==> src/hw/rtl/gbcf_pkg.sv <==
// Shared types and constants for the grid blank-cell finder.
// Used by gbcf_divider, gbcf_cell_store and grid_blank_cell_finder.
package gbcf_pkg;

    localparam int FRAC_W    = 16;                       // Q16.16 fraction bits
    localparam int EPS_LSBS  = 7;                        // 0.0001 in quotient LSBs
    localparam int NEG_LIMIT = (1 << FRAC_W) + EPS_LSBS; // negative quotients below map to 0
    localparam int STEP_W    = 31;
    localparam int DIM_W     = 9;
    localparam int CFG_IDX_W = 3;

    // values at or above -9998.0 in Q24.8 mark a cell as filled
    localparam logic signed [31:0] FILL_LIMIT = -32'sd2559488;

    localparam logic [1:0] OP_ADD   = 2'd0;
    localparam logic [1:0] OP_SCAN  = 2'd1;
    localparam logic [1:0] OP_CLEAR = 2'd2;

    localparam logic [CFG_IDX_W-1:0] REG_GRID_WEST  = 3'd0;
    localparam logic [CFG_IDX_W-1:0] REG_GRID_SOUTH = 3'd1;
    localparam logic [CFG_IDX_W-1:0] REG_STEP_LON   = 3'd2;
    localparam logic [CFG_IDX_W-1:0] REG_STEP_LAT   = 3'd3;
    localparam logic [CFG_IDX_W-1:0] REG_NUM_ROWS   = 3'd4;
    localparam logic [CFG_IDX_W-1:0] REG_NUM_COLS   = 3'd5;

    typedef struct packed {
        logic busy;
        logic done;
    } t_div_stat;

    typedef struct packed {
        logic wr_en;
        logic wr_data;
        logic clear;
    } t_store_req;

endpackage

==> src/hw/rtl/gbcf_divider.sv <==
// Restoring divider, one quotient bit per cycle, shared by binning and scan setup.
// Depends on gbcf_pkg (STEP_W, t_div_stat).
module gbcf_divider import gbcf_pkg::*; #(
    parameter int QW = 25
) (
    input  logic                   i_clk,
    input  logic                   i_rst_n,
    input  logic                   i_start,
    input  logic [STEP_W+QW-1:0]   i_num,   // upper part must stay below i_den
    input  logic [STEP_W-1:0]      i_den,
    output t_div_stat              o_stat,
    output logic [QW-1:0]          o_quo,
    output logic [STEP_W-1:0]      o_rem
);

    localparam int NUM_W = STEP_W + QW;
    localparam int CNT_W = $clog2(QW + 1);

    logic              r_busy;
    logic              r_done;
    logic [CNT_W-1:0]  r_cnt;
    logic [STEP_W-1:0] r_rem;
    logic [QW-1:0]     r_quo;
    logic [STEP_W-1:0] r_den;

    logic [STEP_W:0]   w_trial;
    logic              w_fits;
    logic [STEP_W-1:0] n_rem;

    always_comb begin
        w_trial = {r_rem, r_quo[QW-1]};
        w_fits  = (w_trial >= {1'b0, r_den});
        n_rem   = w_fits ? STEP_W'(w_trial - {1'b0, r_den}) : w_trial[STEP_W-1:0];
    end

    always_ff @(posedge i_clk) begin
        if (!i_rst_n) begin
            r_busy <= 1'b0;
            r_done <= 1'b0;
            r_cnt  <= '0;
        end else begin
            r_done <= 1'b0;
            if (i_start) begin
                r_busy <= 1'b1;
                r_cnt  <= CNT_W'(QW);
            end else if (r_busy) begin
                r_cnt <= r_cnt - 1'b1;
                if (r_cnt == CNT_W'(1)) begin
                    r_busy <= 1'b0;
                    r_done <= 1'b1;
                end
            end
        end
    end

    always_ff @(posedge i_clk) begin
        if (i_start) begin
            r_rem <= i_num[NUM_W-1:QW];
            r_quo <= i_num[QW-1:0];
            r_den <= i_den;
        end else if (r_busy) begin
            r_rem <= n_rem;
            r_quo <= {r_quo[QW-2:0], w_fits};
        end
    end

    assign o_stat.busy = r_busy;
    assign o_stat.done = r_done;
    assign o_quo       = r_quo;
    assign o_rem       = r_rem;

endmodule

==> config.mk <==
export PLATFORM = sky130hd
export DESIGN_NAME = gbcf_divider
export DESIGN_NICKNAME = d
export VERILOG_FILES = /design/src/hw/rtl/gbcf_pkg.sv /design/src/hw/rtl/gbcf_divider.sv
export SDC_FILE = /design/constraint.sdc
export NUM_CORES = 1
export LEC_CHECK = 0
export ABC_AREA = 0
export BUFFER_PORTS_ARGS = -buffer_cell sky130_fd_sc_hd__buf_2
export CORE_MARGIN = 2
export CORE_UTILIZATION = 50
export CTS_CLUSTER_DIAMETER = 200
export DETAILED_ROUTE_END_ITERATION = 7
export PLACE_DENSITY = 0.87
export SYNTH_ARGS = -nofsm -noshare
export SYNTH_HDL_FRONTEND = slang
export SYNTH_SLANG_ARGS = --single-unit
export TNS_END_PERCENT = 1
==> constraint.sdc <==
create_clock -name i_clk -period 3.65 [get_ports i_clk]
set_input_delay 0.5475 -clock i_clk [delete_from_list [all_inputs] [get_ports i_clk]]
set_output_delay 0.5475 -clock i_clk [all_outputs]
set_load 0.01 [all_outputs]
==> results of run 1 <==
## metal layers
metal  vias up  track usage  part of all wire
li1       2260            -                 -
met1      2208        0.291              0.44
met2       165        0.350              0.47
met3        17       0.0566             0.068
met4         0       0.0642             0.016
met5         -            0                 0
## state kept, by name, indices dropped and copies added, names as in the netlist
signal  cells
o_quo      25
o_rem      31
r_busy      1
r_cnt       5
r_den      31
r_done      1
## final cells by class
| cell class | instances | share of cell area |
|---|---|---|
| Sequential cell | 94 | 0.397 |
| Multi-Input combinational cell | 369 | 0.392 |
| Timing Repair Buffer | 152 | 0.115 |
| Clock buffer | 9 | 0.0325 |
| Inverter | 51 | 0.0276 |
| Tap cell | 143 | 0.0258 |
| Clock inverter | 7 | 0.0103 |
## cell usage in the layout, fill, tap and decap left out, types with 12 or more instances in the layout
cell	Yosys	final
nor2_1	19	19
edfxtp_1	87	87
o21ai_1	12	12
buf_2	10	146
nor3_1	12	12
mux2_2	34	34
o21ai_0	14	14
inv_1	51	51
xor2_1	16	16
nand2_1	36	36
a211oi_1	15	15
a21oi_1	44	44
ha_1	33	33
a21o_1	17	17
## stage by stage
step / utilization / setup WS, ns / power [uW] / std cells / area [um2]
4_1_cts: 0.610 / 0.409 / 4320 / 825 / 6940
6_report: 0.610 / 0.402 / 4310 / 825 / 6940
2_1_floorplan: - / 0.737 / 2870 / 545 / 5810
3_5_place_dp: 0.584 / 0.432 / 3340 / 809 / 6640
5_1_grt: 0.610 / 0.0820 / 4580 / 825 / 6940
3_3_place_gp: 0.584 / 0.531 / 3280 / 809 / 6640
## final timing paths
kind,cells past startpoint,endpoint,from,slack (ns)
setup / recovery,11,o_rem[4]$_DFFE_PP_,o_rem[1]$_DFFE_PP_,0.40
hold / removal,1,r_den[3]$_DFFE_PP_,i_den[3],0.37
setup reg to reg,11,o_rem[4]$_DFFE_PP_,o_rem[1]$_DFFE_PP_,0.40
hold reg to reg,2,r_cnt[1]$_SDFFE_PP0P_,r_cnt[1]$_SDFFE_PP0P_,0.50
## cells by family after synthesis
| family | count (synthesis) | synth area share |
|---|---|---|
| AO/OA/AOI/OAI | 145 | 0.164 |
| multiplexers | 41 | 0.0784 |
| AND/OR/NAND/NOR | 123 | 0.111 |
| XOR/XNOR | 26 | 0.0392 |
| adder cells (fa/ha/maj) | 34 | 0.0746 |
| flip-flops | 94 | 0.474 |
| buffers and inverters | 82 | 0.0591 |
## worst register-to-register path: stages, from the launching register on
cell and delay [ns]:
edfxtp_1 0.43, ha_1 0.37, nor2b_1 0.18, o31a_1 0.28, nor4_1 0.27, o31ai_1 0.15, or3_4 0.41, a21oi_4 0.14
buf_4 0.31, a211oi_1 0.11, a211oi_1 0.25, a21oi_1 0.08
## power groups by stage
stage | registers, uW | logic [uW] | clock network (uW)
floorplan | 1580 | 1290 | 0
global placement | 1530 | 1750 | 0
detailed placement | 1540 | 1800 | 0
CTS | 1520 | 1830 | 973
global route | 1540 | 2030 | 1010
finish | 1520 | 1840 | 953
==> flow_summary_export.csv, run 1 <==
group,metric,value,unit
status,status,"completed",
pwr,p_int,2730,uW
pwr,comb_power_share,0.426,
worst_setup_path,critPathArrivalTime,3.32,ns
global_routing,grt_first_pass_wirelength,22200,um
timing,slew_headroom,0.526,
timing,timing.hold.ws,0.370,ns
pwr,clkPwrFrac,0.221,
global_routing,grt_max_degree,79,
floorplanning,boundaryPins,148,
worst_setup_path,cp_top_family,"compound AO/OA/AOI/OAI gates",
worst_setup_path,critPathMaxFanout,27,
cts,numCtsBuffers,9,
floorplanning,fp.dieH,112,um
place,gp_congestion,0.908,
cts,cts_buffer_depth,2,
final_layout,nets,801,
worst_setup_path,crit_slowest_cell,"edfxtp_1",
synthesis,ys_ff_latch,94,
final_layout,drive_above_1_share,0.314,
floorplanning,start_util,0.511,
synthesis,syn-cell-area,0.00581,mm2
global_routing,antenna_found_initial,0,
floorplanning,die_area,0.0125,mm2
synthesis,synth-edff-count,87,
worst_setup_path,crit_path_start_kind,"flip-flop",
final_layout,seq_area,0.00275,mm2
worst_setup_path,max_stage_delay,0.43,ns
cts,clkLatencyLatePin,0.35,ns
worst_setup_path,crit_type,"flip-flop to flip-flop",
route,drt_pre_antenna_iters,5,
route,wl_per_cell,16.4,um
worst_setup_path,crit_top_cell,"a211oi_1",
floorplanning,fp-row-count,39,
cts,htreeDepth,3,
cts,cts.repair.resized,0,
synthesis,async_flop_share,0,
pwr,leakage,0.00306,uW
synthesis,synth.most_common_cell,"edfxtp_1",
timing,fin_setup_tns,0,ns
worst_setup_path,crit_buf_inv,1,
pwr,ir_drop,0.346,mV
synthesis,synth_top_area_share,0.450,
route,vias,4650,
pwr,sw_frac_of_total,0.367,
cts,holdBufCountCts,0,
cts,cts-root-buf,"clkbuf_16",
synthesis,synth_area_leaders,"edfxtp_1, ha_1, mux2_2",
worst_setup_path,required,3.72,ns
timing,slew_violations,0,
final_layout,area_delta_synth_final,19.5,%
final_layout,multiInputGateArea,0.00272,mm2
timing,rsz0062_at_grt,"no",
hold_path,worstHoldPathType,"primary input to flip-flop",
global_routing,track_usage,0.217,
place,port_buffers,147,
floorplanning,die_w,112,um
final_layout,nFillCells,923,
route,routed_wl,13500,um
route,avgViaCountPerCell,5.64,
synthesis,yosys.area.top_type,"edfxtp_1",
timing,fmax,308,MHz
timing,period_share,0.890,
pwr,switching_power,1580,uW
place,dp_hpwl,9860,um
cts,cts_setup_buffers,0,
synthesis,avgSynthCellArea,10.7,um2
route,drc,0,
run,cap_violations,0,
synthesis,synth_fp_nets,669,
cts,clkSlewWorstSetupHoldPaths,0.07,ns
floorplanning,design.core.area,0.0114,mm2
cts,cts_tree,"yes",
timing,clock_skew,0.0106,ns
timing,worst_pin_slew,0.693,ns
synthesis,ys_warn_count,0,
synthesis,netlist_instances,545,
synthesis,synthDistinctLibCells,57,
worst_setup_path,crit_chain,"ha_1 -> nor2b_1 -> o31a_1 -> nor4_1 -> o31ai_1 -> or3_4 -> a21oi_4 -> buf_4 -> a211oi_1 -> a211oi_1 -> a21oi_1",
route,drt-initial-drc-count,201,
worst_setup_path,crit_path_end_kind,"flip-flop",
route,antenna_left,0,
synthesis,ys_seq_area_frac,0.474,
global_routing,first_global_vias,4655,
timing,final.min_clock_period,3.25,ns
synthesis,synth_top_flop_cell,"edfxtp_1",
final_layout,antenna_cells,0,
global_routing,grt_remaining_overflow,0,
synthesis,ys_top_cells_by_count,"edfxtp_1, inv_1, a21oi_1, nand2_1, mux2_2",
cts,cts_sinks,94,
pwr,power_frac_seq,0.353,
timing,hold_viol_final,0,
timing,setup_violations,0,
pwr,powerDensity,621,mW/mm2
(Power assumes the default switching activity.)
==> run 2: changes to the inputs <==
--- a/config.mk
+++ b/config.mk
@@ -7,7 +7,7 @@
 export LEC_CHECK = 0
 export ABC_AREA = 0
 export BUFFER_PORTS_ARGS = -buffer_cell sky130_fd_sc_hd__buf_2
-export CORE_MARGIN = 2
+export CORE_MARGIN = 3
 export CORE_UTILIZATION = 50
 export CTS_CLUSTER_DIAMETER = 200
 export DETAILED_ROUTE_END_ITERATION = 7
==> flow_summary_export.csv, run 2 (synthesis results as in run 1) <==
group,metric,value,unit
place,port_buffers,147,
worst_setup_path,crit_path_start_kind,"flip-flop",
global_routing,grt_first_pass_wirelength,21600,um
worst_setup_path,max_stage_delay,0.44,ns
place,dp_hpwl,9980,um
cts,cts_sinks,94,
route,routed_wl,13300,um
place,gp_congestion,0.870,
timing,fmax,308,MHz
worst_setup_path,crit_type,"flip-flop to flip-flop",
worst_setup_path,required,3.73,ns
cts,clkLatencyLatePin,0.35,ns
global_routing,track_usage,0.209,
timing,setup_violations,0,
floorplanning,design.core.area,0.0111,mm2
global_routing,grt.busiest_layer,"met2",
final_layout,antenna_cells,0,
final_layout,final_common_cell,"buf_2",
timing,rsz0062_at_grt,"no",
worst_setup_path,crit_path_end_kind,"flip-flop",
route,drt_pre_antenna_iters,5,
worst_setup_path,critPathMaxFanout,29,
floorplanning,boundaryPins,148,
worst_setup_path,critPathArrivalTime,3.33,ns
timing,period_share,0.890,
route,antenna_left,0,
cts,holdBufCountCts,0,
status,status,"completed",
route,wl_per_cell,16.1,um
place,pre_cts_slack,0.396,ns
global_routing,grtUsageMet2,0.339,
timing,slew_headroom,0.451,
cts,numCtsBuffers,9,
global_routing,use_met1,0.275,
final_layout,nets,801,
pwr,powerDensity,611,mW/mm2
cts,cts.repair.resized,0,
pwr,ir_drop,0.447,mV
route,avgViaCountPerCell,5.57,
floorplanning,fp.dieH,114,um
pwr,power_frac_seq,0.359,
global_routing,grt_max_degree,95,
hold_path,worstHoldPathType,"primary input to flip-flop",
global_routing,grt_remaining_overflow,0,
floorplanning,fp-row-count,38,
cts,cts-root-buf,"clkbuf_16",
final_layout,drive_above_1_share,0.317,
final_layout,post-route-util,0.625,
route,vias,4582,
global_routing,first_global_vias,4498,
floorplanning,die_area,0.0129,mm2
timing,worst_pin_slew,0.803,ns
pwr,sw_frac_of_total,0.370,
pwr,comb_power_share,0.430,
timing,fin_setup_tns,0,ns
final_layout,area_delta_synth_final,19.2,%
cts,cts_buffer_depth,2,
timing,timing.final.ws_setup,0.403,ns
global_routing,antenna_found_initial,0,
pwr,switching_power,1560,uW
pwr,clkPwrFrac,0.211,
route,drc,0,
pwr,leakage,0.00305,uW
timing,final.min_clock_period,3.25,ns
timing,clock_skew,0.00874,ns
global_routing,use_met3,0.0557,
timing,hold_viol_final,0,
route,drt-initial-drc-count,298,
pwr,p_int,2660,uW
cts,cts_setup_buffers,0,
run,cap_violations,0,
cts,cts_tree,"yes",
final_layout,layout_common_cells,"buf_2, edfxtp_1, inv_1",
worst_setup_path,crit_chain,"ha_1 -> nor2b_1 -> o31a_1 -> nor4_1 -> o31ai_1 -> or3_4 -> a21oi_4 -> buf_4 -> nor2_1 -> a211oi_1 -> a21oi_1",
final_layout,final_cell_count_no_fill,822,
timing,slew_violations,0,
place,dp.cells,806,
worst_setup_path,crit_slowest_cell,"edfxtp_1",
floorplanning,start_util,0.524,
floorplanning,die_w,114,um
cts,htreeDepth,3,
cts,clkSlewWorstSetupHoldPaths,0.07,ns
[run 2: power groups by stage]
stage	combinational [uW]	clock, uW	sequential (uW)
after floorplan	1290	0	1580
after detailed placement	1810	0	1540
after global routing	2030	972	1540
final	1820	892	1520
after CTS	1820	922	1520
after global placement	1760	0	1530
[run 2: through the flow]
| step | area (um2) | power (uW) | hold slack [ns] |
|---|---|---|---|
| 2_1_floorplan | 5810 | 2870 | 0.468 |
| 3_5_place_dp | 6640 | 3350 | 0.492 |
| 4_1_cts | 6920 | 4260 | 0.346 |
| 6_report | 6920 | 4230 | 0.363 |
| 3_3_place_gp | 6640 | 3290 | 0.479 |
| 5_1_grt | 6920 | 4540 | 0.342 |
[run 2: worst paths after layout]
kind | startpoint | end | slack, ns | cells after the start
worst min register to register | r_cnt[1]$_SDFFE_PP0P_ | r_cnt[1]$_SDFFE_PP0P_ | 0.50 | 2
worst max register to register | o_rem[1]$_DFFE_PP_ | o_rem[8]$_DFFE_PP_ | 0.40 | 11
worst max-delay path | o_rem[1]$_DFFE_PP_ | o_rem[8]$_DFFE_PP_ | 0.40 | 11
worst min-delay path | i_den[13] | r_den[13]$_DFFE_PP_ | 0.36 | 1
[run 2: cell type report]
type                    count  area, um2
well taps                 140        175
repair buffers            152        801
clock inverters             7       58.8
flip-flops and latches     94       2750
inverters                  51        191
multi-input cells         369       2720
clock buffers               9        225
fillers                   938       4160
[run 2: per-layer routing]
metal  vias up  part of all wire
met5         -                 0
met4         0             0.018
met3        19             0.067
met2       171              0.49
met1      2131              0.42
li1       2261                 -
[run 2: worst max-delay path: cells and delay by family (launching register included)]
family / cells / cell delay [ns]
adders and majority gates: 1 / 0.37
buffers and inverters: 1 / 0.32
and+or+nand+nor: 4 / 0.96
AOI/OAI and AO/OA: 5 / 0.86
DFF: 1 / 0.44
